===== src/design/lr_pkg.sv =====
// shared constants for the line rasterizer
`default_nettype none
package lr_pkg;

    localparam int COORD_BITS_DEF = 12;
    localparam int DIM_BITS       = 11;
    localparam int COLOR_BITS     = 16;
    localparam int REG_IDX_BITS   = 1;

    localparam logic [DIM_BITS-1:0] SCREEN_WIDTH_RESET  = DIM_BITS'(128);
    localparam logic [DIM_BITS-1:0] SCREEN_HEIGHT_RESET = DIM_BITS'(160);

    // operation codes carried in s_tuser
    localparam logic OP_LOAD = 1'b0;
    localparam logic OP_STEP = 1'b1;

    // configuration register indexes
    localparam logic [REG_IDX_BITS-1:0] REG_SCREEN_WIDTH  = REG_IDX_BITS'(0);
    localparam logic [REG_IDX_BITS-1:0] REG_SCREEN_HEIGHT = REG_IDX_BITS'(1);

endpackage
`default_nettype wire


===== src/design/lr_setup.sv =====
// line setup: steep test, endpoint ordering, deltas and initial error
`default_nettype none
module lr_setup #(
    parameter int COORD_BITS = lr_pkg::COORD_BITS_DEF
) (
    input  wire logic signed [COORD_BITS-1:0] start_x,
    input  wire logic signed [COORD_BITS-1:0] start_y,
    input  wire logic signed [COORD_BITS-1:0] end_x,
    input  wire logic signed [COORD_BITS-1:0] end_y,
    output logic                              steep,
    output logic signed [COORD_BITS-1:0]      major_start,
    output logic signed [COORD_BITS-1:0]      major_end,
    output logic signed [COORD_BITS-1:0]      minor_start,
    output logic        [COORD_BITS:0]        major_delta,
    output logic        [COORD_BITS:0]        minor_delta,
    output logic signed [COORD_BITS+1:0]      error_init,
    output logic                              step_down
);

    localparam int C = COORD_BITS;

    function automatic logic [C:0] abs_diff(input logic signed [C-1:0] a,
                                            input logic signed [C-1:0] b);
        logic signed [C:0] d;
        d = $signed({a[C-1], a}) - $signed({b[C-1], b});
        abs_diff = d[C] ? -d : d;
    endfunction

    logic [C:0] adx;
    logic [C:0] ady;
    logic signed [C-1:0] ax;
    logic signed [C-1:0] ay;
    logic signed [C-1:0] bx;
    logic signed [C-1:0] by;
    logic signed [C-1:0] lx;
    logic signed [C-1:0] ly;
    logic signed [C-1:0] rx;
    logic signed [C-1:0] ry;

    always_comb
    begin
        adx   = abs_diff(start_x, end_x);
        ady   = abs_diff(start_y, end_y);
        steep = ady > adx;
        ax    = steep ? start_y : start_x;
        ay    = steep ? start_x : start_y;
        bx    = steep ? end_y   : end_x;
        by    = steep ? end_x   : end_y;
        if (ax > bx)
        begin
            lx = bx;
            ly = by;
            rx = ax;
            ry = ay;
        end
        else
        begin
            lx = ax;
            ly = ay;
            rx = bx;
            ry = by;
        end
        major_start = lx;
        major_end   = rx;
        minor_start = ly;
        major_delta = {rx[C-1], rx} - {lx[C-1], lx};
        minor_delta = abs_diff(ly, ry);
        error_init  = $signed({2'b00, major_delta[C:1]});
        step_down   = !(ly < ry);
    end

endmodule
`default_nettype wire


===== src/design/line_rasterizer.sv =====
// line_rasterizer: Bresenham line rasterizer, one pixel per step beat
//
// input stream: s_tuser selects the operation (load a new line or step);
// s_tdata carries start_x, start_y, end_x, end_y and line_color, used on load.
// a load beat gives no output and replaces any line in progress. a step beat
// while a line is active gives one output beat: pixel_x, pixel_y and
// pixel_color in m_tdata, on_screen in m_tuser, last_pixel in m_tlast. a step
// beat while idle gives nothing.
// screen_width and screen_height are written through cfg_we/cfg_addr/cfg_wdata
// and only bound the on_screen test.
// an input beat is registered, then the step is worked out and the pixel lands
// in the output register. throughput is one beat per cycle while the receiver
// does not stall, set by the error add-compare-update on the line state.
// when the receiver stalls the output register holds and the input register
// takes one more step beat before s_tready drops; loads and idle steps still pass.
// reset clears all valids and the active line and loads the default screen
// size of 128 by 160.
`default_nettype none
module line_rasterizer #(
    parameter int COORD_BITS = lr_pkg::COORD_BITS_DEF
) (
    input  wire logic                                          clk,
    input  wire logic                                          rst_n,
    input  wire logic                                          s_tvalid,
    output logic                                               s_tready,
    // start_x, start_y, end_x, end_y, line_color, zero fill
    input  wire logic [((4*COORD_BITS+lr_pkg::COLOR_BITS+7)/8)*8-1:0] s_tdata,
    // operation
    input  wire logic                                          s_tuser,
    output logic                                               m_tvalid,
    input  wire logic                                          m_tready,
    // pixel_x, pixel_y, pixel_color, zero fill
    output logic [((2*COORD_BITS+lr_pkg::COLOR_BITS+7)/8)*8-1:0] m_tdata,
    // on_screen
    output logic                                               m_tuser,
    output logic                                               m_tlast,
    input  wire logic                                          cfg_we,
    input  wire logic [lr_pkg::REG_IDX_BITS-1:0]               cfg_addr,
    input  wire logic [lr_pkg::DIM_BITS-1:0]                   cfg_wdata
);

    localparam int C        = COORD_BITS;
    localparam int CB       = lr_pkg::COLOR_BITS;
    localparam int DB       = lr_pkg::DIM_BITS;
    localparam int IN_BITS  = 4*C + CB;
    localparam int OUT_BITS = 2*C + CB;
    localparam int OUT_W    = ((OUT_BITS+7)/8)*8;
    localparam int CMP_BITS = C + DB;

    logic               in_valid_reg;
    logic               in_op_reg;
    logic [IN_BITS-1:0] in_data_reg;

    logic [DB-1:0] width_reg;
    logic [DB-1:0] height_reg;

    logic                 active_reg;
    logic                 active_next;
    logic                 steep_reg;
    logic                 steep_next;
    logic signed [C-1:0]  major_pos_reg;
    logic signed [C-1:0]  major_pos_next;
    logic signed [C-1:0]  major_end_reg;
    logic signed [C-1:0]  major_end_next;
    logic signed [C-1:0]  minor_pos_reg;
    logic signed [C-1:0]  minor_pos_next;
    logic [C:0]           major_delta_reg;
    logic [C:0]           major_delta_next;
    logic [C:0]           minor_delta_reg;
    logic [C:0]           minor_delta_next;
    logic signed [C+1:0]  error_reg;
    logic signed [C+1:0]  error_next;
    logic                 down_reg;
    logic                 down_next;
    logic [CB-1:0]        color_reg;
    logic [CB-1:0]        color_next;

    logic          out_valid_reg;
    logic          out_valid_next;
    logic [C-1:0]  out_x_reg;
    logic [C-1:0]  out_y_reg;
    logic [CB-1:0] out_color_reg;
    logic          out_vis_reg;
    logic          out_last_reg;

    logic                 su_steep;
    logic signed [C-1:0]  su_major_start;
    logic signed [C-1:0]  su_major_end;
    logic signed [C-1:0]  su_minor_start;
    logic [C:0]           su_major_delta;
    logic [C:0]           su_minor_delta;
    logic signed [C+1:0]  su_error;
    logic                 su_down;

    logic                 out_free;
    logic                 proc;
    logic                 emit;
    logic [C-1:0]         px;
    logic [C-1:0]         py;
    logic                 last;
    logic                 vis;
    logic signed [C+1:0]  err_sub;

    lr_setup #(
        .COORD_BITS (COORD_BITS)
    ) u_setup (
        .start_x     (in_data_reg[C-1:0]),
        .start_y     (in_data_reg[2*C-1:C]),
        .end_x       (in_data_reg[3*C-1:2*C]),
        .end_y       (in_data_reg[4*C-1:3*C]),
        .steep       (su_steep),
        .major_start (su_major_start),
        .major_end   (su_major_end),
        .minor_start (su_minor_start),
        .major_delta (su_major_delta),
        .minor_delta (su_minor_delta),
        .error_init  (su_error),
        .step_down   (su_down)
    );

    assign out_free = !out_valid_reg || m_tready;
    assign proc     = in_valid_reg && (in_op_reg == lr_pkg::OP_LOAD || !active_reg || out_free);
    assign emit     = proc && in_op_reg == lr_pkg::OP_STEP && active_reg;
    assign s_tready = !in_valid_reg || proc;

    always_comb
    begin
        px      = steep_reg ? minor_pos_reg : major_pos_reg;
        py      = steep_reg ? major_pos_reg : minor_pos_reg;
        last    = major_pos_reg == major_end_reg;
        vis     = !px[C-1] && !py[C-1]
                  && CMP_BITS'(px) < CMP_BITS'(width_reg)
                  && CMP_BITS'(py) < CMP_BITS'(height_reg);
        err_sub = error_reg - $signed({1'b0, minor_delta_reg});

        active_next      = active_reg;
        steep_next       = steep_reg;
        major_pos_next   = major_pos_reg;
        major_end_next   = major_end_reg;
        minor_pos_next   = minor_pos_reg;
        major_delta_next = major_delta_reg;
        minor_delta_next = minor_delta_reg;
        error_next       = error_reg;
        down_next        = down_reg;
        color_next       = color_reg;

        if (proc && in_op_reg == lr_pkg::OP_LOAD)
        begin
            active_next      = 1'b1;
            steep_next       = su_steep;
            major_pos_next   = su_major_start;
            major_end_next   = su_major_end;
            minor_pos_next   = su_minor_start;
            major_delta_next = su_major_delta;
            minor_delta_next = su_minor_delta;
            error_next       = su_error;
            down_next        = su_down;
            color_next       = in_data_reg[IN_BITS-1:4*C];
        end
        else if (emit)
        begin
            error_next = err_sub;
            if (err_sub < 0)
            begin
                minor_pos_next = down_reg ? minor_pos_reg - C'(1) : minor_pos_reg + C'(1);
                error_next     = err_sub + $signed({1'b0, major_delta_reg});
            end
            if (last)
            begin
                active_next = 1'b0;
            end
            else
            begin
                major_pos_next = major_pos_reg + C'(1);
            end
        end

        if (emit)
        begin
            out_valid_next = 1'b1;
        end
        else if (m_tready)
        begin
            out_valid_next = 1'b0;
        end
        else
        begin
            out_valid_next = out_valid_reg;
        end
    end

    always_ff @(posedge clk or negedge rst_n)
    begin
        if (!rst_n)
        begin
            in_valid_reg  <= 1'b0;
            out_valid_reg <= 1'b0;
            active_reg    <= 1'b0;
            width_reg     <= lr_pkg::SCREEN_WIDTH_RESET;
            height_reg    <= lr_pkg::SCREEN_HEIGHT_RESET;
        end
        else
        begin
            if (s_tready)
            begin
                in_valid_reg <= s_tvalid;
            end
            out_valid_reg <= out_valid_next;
            active_reg    <= active_next;
            if (cfg_we)
            begin
                case (cfg_addr)
                    lr_pkg::REG_SCREEN_WIDTH:  width_reg  <= cfg_wdata;
                    lr_pkg::REG_SCREEN_HEIGHT: height_reg <= cfg_wdata;
                    default: ;
                endcase
            end
        end
    end

    always_ff @(posedge clk)
    begin
        if (s_tready && s_tvalid)
        begin
            in_op_reg   <= s_tuser;
            in_data_reg <= s_tdata[IN_BITS-1:0];
        end
        steep_reg       <= steep_next;
        major_pos_reg   <= major_pos_next;
        major_end_reg   <= major_end_next;
        minor_pos_reg   <= minor_pos_next;
        major_delta_reg <= major_delta_next;
        minor_delta_reg <= minor_delta_next;
        error_reg       <= error_next;
        down_reg        <= down_next;
        color_reg       <= color_next;
        if (emit)
        begin
            out_x_reg     <= px;
            out_y_reg     <= py;
            out_color_reg <= color_reg;
            out_vis_reg   <= vis;
            out_last_reg  <= last;
        end
    end

    assign m_tvalid = out_valid_reg;
    assign m_tdata  = OUT_W'({out_color_reg, out_y_reg, out_x_reg});
    assign m_tuser  = out_vis_reg;
    assign m_tlast  = out_last_reg;

endmodule
`default_nettype wire


===== config.mk =====
export PLATFORM = sky130hd
export DESIGN_NAME = line_rasterizer
export DESIGN_NICKNAME = d
export VERILOG_FILES = /design/src/design/lr_pkg.sv /design/src/design/lr_setup.sv /design/src/design/line_rasterizer.sv
export SDC_FILE = /design/constraint.sdc
export NUM_CORES = 1
export LEC_CHECK = 0
export ABC_AREA = 1
export BUFFER_PORTS_ARGS = -buffer_cell sky130_fd_sc_hd__buf_2
export CAP_MARGIN = 10
export CELL_PAD_IN_SITES_DETAIL_PLACEMENT = 0
export CELL_PAD_IN_SITES_GLOBAL_PLACEMENT = 1
export CORE_MARGIN = 1.5
export CORE_UTILIZATION = 38
export DETAILED_ROUTE_END_ITERATION = 6
export GPL_TIMING_DRIVEN = 1
export PLACE_DENSITY = 0.65
export SYNTH_ARGS = -nofsm -noshare
export SYNTH_HDL_FRONTEND = slang
export SYNTH_SLANG_ARGS = --single-unit

===== constraint.sdc =====
create_clock -name clk -period 11.4 [get_ports clk]
set_input_delay 2.28 -clock clk [delete_from_list [all_inputs] [get_ports clk]]
set_output_delay 2.28 -clock clk [all_outputs]
set_load 0.1 [all_outputs]

==> results.txt <==
The count of cell types in the netlist came out at 52. The clock input transition at the sequential cells of the worst setup and hold paths is approximately 60 ps. The starting utilization of the core area is 0.388. The clock buffer count from CTS came out at 27.

By area the synthesized netlist is led by sky130_fd_sc_hd__edfxtp_1 41%, sky130_fd_sc_hd__ha_1 10%, sky130_fd_sc_hd__nand2_1 9.8%. TritonCTS built the clock tree. The setup skew after layout is between 15 and 20 ps. The via count of the first global-routing pass came out at between 10000 and 15000. The path class of the tightest hold or removal check is reg -> reg.

Counting flops with an async set or reset pin after synthesis yields a share of 0.111. The number of hold buffers added after CTS came out at 0. Pin placement for this block handled around 130 I/O pins. In this run the tightest slew margin relative to its limit is 0.306. In this run the critical register-to-register path is launched from in_data_reg[36].

The number of nets in the final layout is ~2000. The number of enable-type register cells in the synthesized netlist came out at slightly below 200. The max capacitance violation total is 0. The startpoint type of the worst setup path is a register. The count of pins over their slew limit was 0. The final count of hold timing violations came out at 0. The die is 200 um tall. The dominant cell type by area after synthesis is sky130_fd_sc_hd__edfxtp_1.

The ratio of cells with drive above 1 in the final layout is 0.128. The shortest period the worst path allows came out at just over 10000 ps. The buffer levels on the longest clock path is 3.

The worst hold path was traced through 0 stages. The final setup TNS came out at 0 ps. Leaving out fill and tap cells, the most frequent cells in the layout are 383 x sky130_fd_sc_hd__nand2_1, 237 x sky130_fd_sc_hd__inv_1, 199 x sky130_fd_sc_hd__edfxtp_1. The number of antenna violations at the first check in global routing came out at 3. The area of the die is 39900 um^2. The most used cell along the critical path is sky130_fd_sc_hd__nand2_1. The clock net in this run drives a total of 226 sinks. The wire length of the first global-routing pass is approximately 60 mm. The maximum cell stage delay along the critical path came out at about 430 ps. The reg-to-reg endpoint is minor_delta_reg[8]. The register with the most flip-flops in the layout has 64 of them. The category of the most critical setup path is reg -> reg.

After detailed routing, the number of vias per cell comes to just under 5. The endpoint class of the critical path is a register. The wire length per cell after detailed routing came out at 16.4 um. The part of the cycle the worst path needs came out at 0.882. The DRC violation total after the first TritonRoute iteration came out at around 540.

The deepest level of the CTS H-tree came out at 1. The cell area after synthesis came out at 14700 um^2. The first-pass iteration count of the detailed router came out at 5. The share of the synthesized area in the top cell type came out at 0.406. The overall via count from detail_route is ~11000. The placeable core region is 37900 um^2. In this run the core area contains 71 standard-cell rows. The chip width came out at roughly 200 um. In this run the remaining antenna-violating nets after routing total 0. The HPWL reported at the end of detailed placement came out at about 31 mm.

The count of input and output buffers came out at around 130. The number of warnings reported in the yosys synthesis log came out at 0. The arrival time at the worst endpoint is 10370 ps.

The primary flip-flop cell chosen by synthesis mapping is sky130_fd_sc_hd__edfxtp_1. The fill cell instance count of the final layout came out at between 3000 and 4000. The total routing resource utilization after global routing came out at 0.195. The capture endpoint of the worst hold path is color_reg[12]. The number of buffers and inverters on the critical path came out at 9. The total nets after synthesis came out at roughly 1900. Relative to the synthesized area, the layout overhead comes to 14.3%. Setup violations remaining at the end of the flow were counted as 0. The pin count of the biggest net entering global routing is 73. Setup repair after global routing left no endpoint under its margin. The post-synthesis average cell area came out at 8.79 um^2.

The congestion estimate from routability-driven global placement came to around 0.86. The flow ran to the end, and the final reports show no timing, DRC or antenna violations. The number of remaining DRC errors is 0. Along the worst path, the maximum fanout reaches 27. The source of the worst hold timing path is in_data_reg[60]. The minimum setup slack among reg-to-reg paths is roughly 1300 ps.

In this run the clock root is driven by a sky130_fd_sc_hd__clkbuf_16. The maximum frequency from static timing analysis is 99.5 MHz. The sequential cell area fraction in the yosys report is 0.451.

The clock latency reported for the late side of the worst-skew pair came out at approximately 570 ps. The final routed wirelength across all metal layers came out at approximately 38 mm. The number of setup buffers added after CTS came out at 0.

The actual transition at the worst max-transition pin is 1040 ps. Global routing finished with a remaining overflow of 0. After clock tree synthesis, the repair step resized 0 gates. The cell with the largest stage delay on the worst path is sky130_fd_sc_hd__o21ai_0. For the worst flop-to-flop path, the logic depth is between 50 and 60. Broken down by cell family, the worst path's largest delay share belongs to compound AO/OA/AOI/OAI gates. The library cell used most frequently in the layout, excluding fill and tap cells, is sky130_fd_sc_hd__nand2_1. The number of cells produced by synthesis came out at between 1500 and 2000. The worst endpoint required time came out at about 12000 ps. The number of register bits inferred by synthesis is approximately 230.
[cells in the mapped netlist, types with 3 or more instances]
cell	count
sky130_fd_sc_hd__a21o_1	5
sky130_fd_sc_hd__a21oi_1	92
sky130_fd_sc_hd__a31oi_1	4
sky130_fd_sc_hd__and2_1	9
sky130_fd_sc_hd__buf_2	9
sky130_fd_sc_hd__buf_6	3
sky130_fd_sc_hd__clkbuf_1	29
sky130_fd_sc_hd__dfrtp_1	22
sky130_fd_sc_hd__dfstp_2	3
sky130_fd_sc_hd__edfxtp_1	199
sky130_fd_sc_hd__fa_1	6
sky130_fd_sc_hd__ha_1	120
sky130_fd_sc_hd__inv_1	240
sky130_fd_sc_hd__inv_2	3
sky130_fd_sc_hd__nand2_1	383
sky130_fd_sc_hd__nand2_2	12
sky130_fd_sc_hd__nand2_4	4
sky130_fd_sc_hd__nand3_1	60
sky130_fd_sc_hd__nand3_2	3
sky130_fd_sc_hd__nand3b_1	9
sky130_fd_sc_hd__nand4_1	26
sky130_fd_sc_hd__nor2_1	74
sky130_fd_sc_hd__nor3_1	16
sky130_fd_sc_hd__nor4_1	3
sky130_fd_sc_hd__o211ai_1	4
sky130_fd_sc_hd__o21ai_0	164
sky130_fd_sc_hd__o21ai_1	11
sky130_fd_sc_hd__o21ai_2	4
sky130_fd_sc_hd__o21bai_1	17
sky130_fd_sc_hd__o31ai_1	4
sky130_fd_sc_hd__or2_2	7
sky130_fd_sc_hd__xnor2_1	27
sky130_fd_sc_hd__xor2_1	80
[layer usage]
| layer | wire length, um | share of wire | vias up | global-route usage |
|---|---|---|---|---|
| met4 | 843 | 0.022 | 2 | 0.0448 |
| met1 | 17900 | 0.47 | 5213 | 0.257 |
| met2 | 18100 | 0.47 | 212 | 0.338 |
| met5 | 12 | 0.00032 | - | 0 |
| met3 | 1300 | 0.034 | 53 | 0.0282 |
| li1 | - | - | 5848 | - |
[per-stage QoR]
step                hold WS, ps  utilization  setup slack (ps)  instance area [um^2]  std cells
global placement            400        0.418              1040                 15900       2276
detailed placement          405        0.418               832                 15900       2276
finish                      403        0.444              1350                 16800       2329
floorplan                   400            -              2380                 14700       1675
global route                423        0.444               125                 16800       2327
CTS                         408        0.443               823                 16800       2326
[logic make-up (layout without fill, tap and decap cells)]
kind of cell    Yosys count  in the layout  share of synthesized area
simple gates            614            615                      0.183
compound gates          313            313                      0.115
buf+inv                 288            428                     0.0760
flops                   226            226                      0.451
fa+ha+maj               126            126                      0.110
xor+xnor                108            108                     0.0648
other cells               0              2                          0
[cell type report]
class | count | area [um^2] | area share
flip-flops and latches | 226 | 6650 | 0.395
diodes | 2 | 5.00 | 0.000297
well taps | 511 | 639 | 0.0380
clock inverters | 16 | 164 | 0.00974
clock buffers | 34 | 783 | 0.0465
multi-input cells | 1162 | 6980 | 0.415
repair buffers | 134 | 697 | 0.0414
inverters | 244 | 920 | 0.0546
[how the worst max path moves through the flow]
stage,startpoint,to,slack [ps],depth (start not counted)
2_1_floorplan,in_data_reg[36],minor_delta_reg[9],2380,60
3_3_place_gp,in_data_reg[36],minor_delta_reg[9],1040,49
3_5_place_dp,in_data_reg[36],minor_delta_reg[9],830,50
4_1_cts,in_data_reg[36],minor_delta_reg[9],820,50
5_1_grt,in_data_reg[36],minor_delta_reg[8],120,53
6_report,in_data_reg[36],minor_delta_reg[8],1350,55
Power is left out: the tool's default activity adds up to more than one toggle a clock period on the data nets, which glitch-free logic cannot reach.
